`src/hdl/ceiagm_mul.sv`:
```
// Multi-cycle 64x64 multiplier built from 32x32 partial products.
`timescale 1ns / 1ps
module ceiagm_mul (
   input  logic         clock,
   input  logic         reset,
   input  logic         go,
   input  logic [63:0]  x,
   input  logic [63:0]  y,
   output logic         done,
   output logic [127:0] prod
);
   logic [2:0]   step_ff;
   logic [127:0] acc_ff;
   logic [63:0]  x_ff, y_ff;
   logic [63:0]  pp_ff;
   logic         done_ff;
   logic [1:0]   idx_ff;
   logic         vld_ff;
   logic [1:0]   sel;
   logic [31:0]  xs, ys;
   logic [6:0]   sh;

   always_comb begin
      sel = 2'(step_ff - 3'd1);
      xs = sel[1] ? x_ff[63:32] : x_ff[31:0];
      ys = sel[0] ? y_ff[63:32] : y_ff[31:0];
      sh = {1'b0, idx_ff[1], 5'd0} + {1'b0, idx_ff[0], 5'd0};
   end

   always_ff @(posedge clock) begin
      if (reset) begin
         step_ff <= '0;
         done_ff <= 1'b0;
         vld_ff <= 1'b0;
      end else begin
         done_ff <= 1'b0;
         vld_ff <= 1'b0;
         if (go) begin
            step_ff <= 3'd1;
         end else if (step_ff != 3'd0 && step_ff <= 3'd4) begin
            step_ff <= step_ff + 3'd1;
            vld_ff <= 1'b1;
         end else if (step_ff == 3'd5) begin
            step_ff <= 3'd0;
            done_ff <= 1'b1;
         end
      end
      if (go) begin
         x_ff <= x;
         y_ff <= y;
      end
      // add each partial product in the cycle after it is formed
      idx_ff <= sel;
      pp_ff <= 64'(xs) * 64'(ys);
      if (go) acc_ff <= '0;
      else if (vld_ff) acc_ff <= acc_ff + ({64'd0, pp_ff} << sh);
   end

   assign done = done_ff;
   assign prod = acc_ff;
endmodule

```
`config.mk`:
```
export PLATFORM = sky130hd
export DESIGN_NAME = ceiagm_mul
export DESIGN_NICKNAME = d
export VERILOG_FILES = /design/src/hdl/ceiagm_mul.sv
export SDC_FILE = /design/constraint.sdc
export NUM_CORES = 2
export LEC_CHECK = 0
export ABC_AREA = 1
export BUFFER_PORTS_ARGS = -buffer_cell sky130_fd_sc_hd__buf_2
export CAP_MARGIN = 30
export CELL_PAD_IN_SITES_DETAIL_PLACEMENT = 1
export CELL_PAD_IN_SITES_GLOBAL_PLACEMENT = 2
export CORE_MARGIN = 3
export CORE_UTILIZATION = 34
export CTS_CLUSTER_DIAMETER = 30
export CTS_CLUSTER_SIZE = 24
export DETAILED_ROUTE_END_ITERATION = 8
export PLACE_DENSITY = 0.81
export SETUP_SLACK_MARGIN = 0.2
export SYNTH_ARGS = -nofsm -noshare
export SYNTH_HDL_FRONTEND = slang
export SYNTH_SLANG_ARGS = --single-unit
```
`constraint.sdc`:
```
create_clock -name clock -period 7.2 [get_ports clock]
set_clock_uncertainty 0.2 [all_clocks]
set_input_delay 1.44 -clock clock [delete_from_list [all_inputs] [get_ports clock]]
set_output_delay 1.44 -clock clock [all_outputs]
set_load 0.01 [all_outputs]
```
Yosys cells after proc, flatten, opt, wreduce, memory -nomap -nowiden
Cells that the tools add are included.

Reductions and logical operators: 6. Eq/ne operators: 1. Multiply operators: 1. Shift operators: 1. Muxes and demuxes: 7. $add $sub $neg: 4. Order comparisons: 1.

Operator list (count): 128-bit adder (1); 64-bit by 7-bit << shifter with 128-bit output (1); 32-bit by 32-bit multiplier with 64-bit output (1); 32-bit two-way mux (2); 6-bit by 6-bit adder with 7-bit output (1); 3-bit two-way mux (2); 3-bit nonzero test (2); 3-bit by 1-bit adder with 3-bit output (second input constant) (1); 3-bit equality test (second input constant) (1); 3-bit <= comparator (second input constant) (1); 1-bit two-way mux (3); 3-bit OR reduction (1); 2-bit nonzero test (1); 2-bit OR reduction (1); 2-bit by 1-bit subtractor with 2-bit output (second input constant) (1); 1-bit logical AND (1).

Input port bits: 131. Register bits: 327. Output and inout bits: 129. Logic and storage cells: 30.

Depth between registers and ports, before layout
Depth in word-level cells: 4. Gate-level depth with buffers: 39. Mapped depth without buffers: 35.

Worst setup path before layout
Ideal clock, no wire load.

Kind: register to register. Start: reg step_ff[0]. End: reg pp_ff[49]. Setup time: 0.121 ns. Period minus slack after synthesis: 7.678 ns. Cell stages (with the launch flop): 34. Path slack: -0.478 ns. Path buffers: 4. Arrival: 7.357 ns. Required time: 6.879 ns. Cell sequence: dfxtp_1 buf_2 inv_2 ha_1 buf_2 clkbuf_1 nand2_1 o21ai_0 clkbuf_1 nand2_1 fa_1 inv_1 fa_1 inv_1 fa_1 inv_1 fa_1 inv_1 fa_1 inv_1 fa_1 fa_1 inv_1 fa_1 inv_1 ha_1 nand2_1 nor2_1 inv_1 nor4_1 nand3_1 nand3_2 a21oi_1 xnor2_1.

Word-level cells in the longest chain between the ends: 3. Elaborated cells between the ends (all ways): 4. Classes of those cells: add/sub (1); mul (1); mux (2).

RTL lines: start: declaration (RTL line 12) `logic [2:0] step_ff;`; start signal: assignment (RTL line 41) `step_ff <= step_ff + 3'd1;`; 2-bit by 1-bit subtractor with 2-bit output (RTL line 24) `sel = 2'(step_ff - 3'd1);`; named net sel[0] (RTL line 19) `logic [1:0] sel;`; 32-bit two-way mux (RTL line 26) `ys = sel[0] ? y_ff[63:32] : y_ff[31:0];`; 32-bit by 32-bit multiplier with 64-bit output (RTL line 54) `pp_ff <= 64'(xs) * 64'(ys);`; end signal: assignment (RTL line 54); end: declaration (RTL line 15) `logic [63:0] pp_ff;`.

The timed path passes the listed nets, and every way through them passes these cells. A chain may end at the register's enable or synchronous reset.

Final worst setup path
Start: reg step_ff[0]. End: reg pp_ff[57].

The elaborated chain is that of the path after synthesis.

==> impl_summary.log <==
[metrics] Async SR Flop Fraction: 0%
[metrics] family with the most delay on the worst path: adder cells
[metrics] relative area change from synthesis to final layout: 28.2%
[metrics] largest net degree at the start of global routing: 116
[metrics] input/output buffers: 259
[metrics] Post-Synth Simple-Gate Area: 26.6%
[metrics] Max Cap Viol: 0
[metrics] Total Nets Final: 10909
[metrics] final setup violation count: 47
[metrics] kind of critical path: reg2reg
[metrics] largest fanout of any net on the critical path: 11
[metrics] via count of the first global-routing pass: 63679
[metrics] cell repeated most along the worst path: sky130_fd_sc_hd__fa_1
[metrics] WL/cell: 23.6 µm
[metrics] classification of the worst-slack hold path: reg2reg
[metrics] final critical-path setup slack: -0.588 ns
[metrics] highest clock rate: 128 MHz
[metrics] die width: 424 µm
[metrics] total global routing overflow: 0
[metrics] net count after synthesis: 10052
[metrics] Post-synth top flop: sky130_fd_sc_hd__dfxtp_1
[metrics] Tcrit/Tclk final: 108%
[metrics] Fill cells: 21684
[metrics] initial core utilization: 34.4%
[metrics] total number of vias: 57793
[metrics] proportion of synthesized chip area in sequential cells: 13.2%
[metrics] number of slew-limit violations in the final report: 0
[metrics] TritonCTS clock tree: done
[metrics] worst stage delay on the critical path: 0.61 ns
[metrics] vertical extent of the die: 424 µm
[metrics] number of buffers created by CTS: 119
[metrics] CTS clock-pin slew for the worst setup and hold paths: 0.04 ns
[metrics] worst slew pin tran: 0.961 ns
[metrics] total number of placement rows: 152
[metrics] num ports: 260
[metrics] critical path data required time: 7.62 ns
[metrics] number of distinct library cell variants in the gate-level netlist after synthesis: 50
[metrics] Critical path buffers and inverters: 10
[metrics] WL final: 280 mm
[metrics] violation count after the first detailed-routing iteration: 3171
[metrics] run status: finished with violations
[metrics] Setup crit start kind: flip-flop
[metrics] adder and majority gate portion of the synthesized area: 38.5%
[metrics] number of antenna-violating nets in the routed design: 0
[metrics] Post-Route Hold Slack: 0.320 ns
[metrics] Crit-path slowest cell: sky130_fd_sc_hd__fa_2
[metrics] violations in the final reports: negative setup slack
[metrics] H-tree levels: 3
[metrics] clock root cell: sky130_fd_sc_hd__clkbuf_16
[metrics] post-DP HPWL: 245 mm
[metrics] per-cell via count in the routed design: 4.85
[metrics] largest family of logic cells by synthesized area: adder cells
[metrics] CTS max path bufs: 3
[metrics] arrival time at the worst endpoint: 8.20 ns
[metrics] core region area: 173000 µm²
[metrics] Final Hold Vio Count: 0
[metrics] Tot GR Track Use: 31.3%
[metrics] number of design rule violations left after detail routing: 0
[metrics] critical path endpoint category: flip-flop
[metrics] global-route wire length before repair: 412 mm
[metrics] detailed-router iteration count before antenna repair: 7
[metrics] post-layout minimum cycle time: 7.79 ns
[metrics] netlist area before placement: 59500 µm²
[metrics] Clock Latency Late Sink: 0.80 ns
[metrics] complex-gate fraction of the synthesized area: 4.61%
[metrics] sink count of the clock tree: 327
[metrics] share of synthesized area spent on multiplexers: 0%
[metrics] post-synthesis cell count: 8630
[metrics] headroom to the max-slew limit: 35.9%
[metrics] overall die area: 180000 µm²
[metrics] share of the core filled with cells in the final layout: 44.1%
[metrics] count of flip-flops with a built-in enable after synthesis: 128
[metrics] average cell area after synthesis: 6.89 µm²
[metrics] reg-to-reg setup timing slack: -0.59 ns
[metrics] number of warnings printed during yosys synthesis: 0
[metrics] antenna violations before repair: 3
[metrics] xor-xnor portion of the synthesized cell area: 1.71%
[metrics] share of cells above drive strength 1: 19.5%
[metrics] RSZ-0062 raised after global routing: yes
[metrics] number of storage elements in the synthesis netlist: 327
[metrics] Final Wtd Congestion: 0.990
==> worst register-to-register path: cells and delay by family (launching register included) <==
kind	cells	cell delay, ns
DFF	1	0.35
xor gates and xnor gates	1	0.13
adders and majority gates	10	4.60
buffers and inverters	10	1.15
and+or+nand+nor	7	0.99
AOI/OAI and AO/OA	2	0.27
==> what timing repair did <==
item,4_1_cts,5_1_grt
pin swaps,57,79
hold endpoints to repair,0,0
endpoints found under the setup margin,54,54
hold buffers,0,0
cloned,3,0
buffers inserted,21,17
resized for setup,179,206
==> synth_stat cells, types with 11 or more instances <==
| master | number | area share (%) |
|---|---|---|
| sky130_fd_sc_hd__o21ai_0 | 204 | 1.7 |
| sky130_fd_sc_hd__nand2_2 | 63 | 0.66 |
| sky130_fd_sc_hd__clkinv_1 | 14 | 0.088 |
| sky130_fd_sc_hd__nand4_1 | 19 | 0.20 |
| sky130_fd_sc_hd__inv_1 | 2120 | 13 |
| sky130_fd_sc_hd__nand2_1 | 2311 | 15 |
| sky130_fd_sc_hd__nor2_2 | 46 | 0.48 |
| sky130_fd_sc_hd__nor2_1 | 1255 | 7.9 |
| sky130_fd_sc_hd__nor3_1 | 27 | 0.23 |
| sky130_fd_sc_hd__o21ai_2 | 16 | 0.24 |
| sky130_fd_sc_hd__dfxtp_1 | 199 | 6.7 |
| sky130_fd_sc_hd__a31oi_1 | 17 | 0.18 |
| sky130_fd_sc_hd__edfxtp_1 | 128 | 6.5 |
| sky130_fd_sc_hd__ha_1 | 394 | 8.3 |
| sky130_fd_sc_hd__inv_2 | 61 | 0.39 |
| sky130_fd_sc_hd__o21bai_1 | 17 | 0.21 |
| sky130_fd_sc_hd__a21o_1 | 12 | 0.15 |
| sky130_fd_sc_hd__o21ai_1 | 33 | 0.28 |
| sky130_fd_sc_hd__nor3_2 | 16 | 0.27 |
| sky130_fd_sc_hd__nand3_2 | 15 | 0.25 |
| sky130_fd_sc_hd__o211ai_1 | 11 | 0.14 |
| sky130_fd_sc_hd__a21oi_1 | 165 | 1.4 |
| sky130_fd_sc_hd__xnor2_1 | 24 | 0.35 |
| sky130_fd_sc_hd__clkbuf_1 | 198 | 1.3 |
| sky130_fd_sc_hd__xor2_1 | 92 | 1.4 |
| sky130_fd_sc_hd__fa_1 | 897 | 30 |
| sky130_fd_sc_hd__buf_2 | 35 | 0.29 |
| sky130_fd_sc_hd__nand3_1 | 179 | 1.5 |
==> metrics by stage <==
stage	std cells	setup slack, ns	setup TNS, ns	cell area (µm²)
floorplan	8630	0.0846	0	60700
global placement	11633	-0.738	-24.26	69800
detailed placement	11634	-0.842	-30.07	69800
CTS	11883	-0.614	-18.82	75300
global route	11901	-0.806	-29.57	76200
finish	11905	-0.588	-18.34	76200
==> path summary, 6_finish.rpt <==
check,start,to,cells after the start
min,step_ff[2]$_SDFFE_PP0P_,done$_SDFF_PP0_,2
max,step_ff[0]$_SDFFE_PP0P_,pp_ff[57]$_DFF_P_,30
max reg2reg,step_ff[0]$_SDFFE_PP0P_,pp_ff[57]$_DFF_P_,30
min reg2reg,step_ff[2]$_SDFFE_PP0P_,done$_SDFF_PP0_,2
==> layout make-up <==
| class | instances | area (µm²) | area share (%) |
|---|---|---|---|
| clock inverter | 90 | 1390 | 1.82 |
| tap | 2310 | 2890 | 3.79 |
| timing repair buffer | 979 | 8190 | 10.8 |
| inverter | 2195 | 8260 | 10.8 |
| antenna | 4 | 10.0 | 0.0131 |
| multi-input combinational | 5865 | 44500 | 58.4 |
| sequential | 327 | 7830 | 10.3 |
| clock buffer | 135 | 3140 | 4.12 |
==> registers in the layout (all words and copies together) (netlist names) <==
signal   count
x_ff        64
step_ff      3
vld_ff       1
pp_ff       64
done         1
prod       128
idx_ff       2
y_ff        64
==> routing by layer <==
layer / share of wire, % / GRT usage, %
met1: 40 / 37.1
met2: 49 / 54.8
met4: 7.0 / 17.9
met5: 0.011 / 0
met3: 4.0 / 3.45
==> layout by cell type, fill, tap and decap left out, types with 14 or more instances in the layout <==
master	synthesis	layout
sky130_fd_sc_hd__ha_1	394	355
sky130_fd_sc_hd__inv_1	2120	2084
sky130_fd_sc_hd__buf_12	0	104
sky130_fd_sc_hd__a21oi_2	4	33
sky130_fd_sc_hd__bufinv_16	0	31
sky130_fd_sc_hd__clkinv_2	0	32
sky130_fd_sc_hd__nor2_4	9	44
sky130_fd_sc_hd__o21ai_2	16	43
sky130_fd_sc_hd__nand2_1	2311	2267
sky130_fd_sc_hd__nand3_2	15	23
sky130_fd_sc_hd__edfxtp_1	128	128
sky130_fd_sc_hd__nand3_1	179	168
sky130_fd_sc_hd__nor2_2	46	150
sky130_fd_sc_hd__clkbuf_16	0	119
sky130_fd_sc_hd__xnor2_1	24	23
sky130_fd_sc_hd__o21ai_1	33	45
sky130_fd_sc_hd__buf_4	0	587
sky130_fd_sc_hd__xor2_1	92	85
sky130_fd_sc_hd__nor3_1	27	23
sky130_fd_sc_hd__o21ai_4	0	20
sky130_fd_sc_hd__buf_2	35	258
sky130_fd_sc_hd__nand2_2	63	96
sky130_fd_sc_hd__nand4_1	19	19
sky130_fd_sc_hd__nor3_2	16	18
sky130_fd_sc_hd__fa_1	897	851
sky130_fd_sc_hd__ha_4	0	35
sky130_fd_sc_hd__a31oi_1	17	14
sky130_fd_sc_hd__o21ai_0	204	145
sky130_fd_sc_hd__dfxtp_1	199	196
sky130_fd_sc_hd__inv_2	61	95
sky130_fd_sc_hd__fa_2	0	46
sky130_fd_sc_hd__a21oi_1	165	128
sky130_fd_sc_hd__buf_6	0	21
sky130_fd_sc_hd__nor2_1	1255	1116
==> kinds of logic (layout without fill, tap and decap cells) <==
logic type	after synthesis	count (layout)
AOI/OAI and AO/OA	497	497
xor gates and xnor gates	116	116
adders and majority gates	1291	1291
buffers and inverters	2438	3399
DFF	327	327
other	0	4
and+or+nand+nor	3961	3961
Power is not shown: default switching activity piles up to over one toggle a cycle in this logic, so the estimate is an artifact.
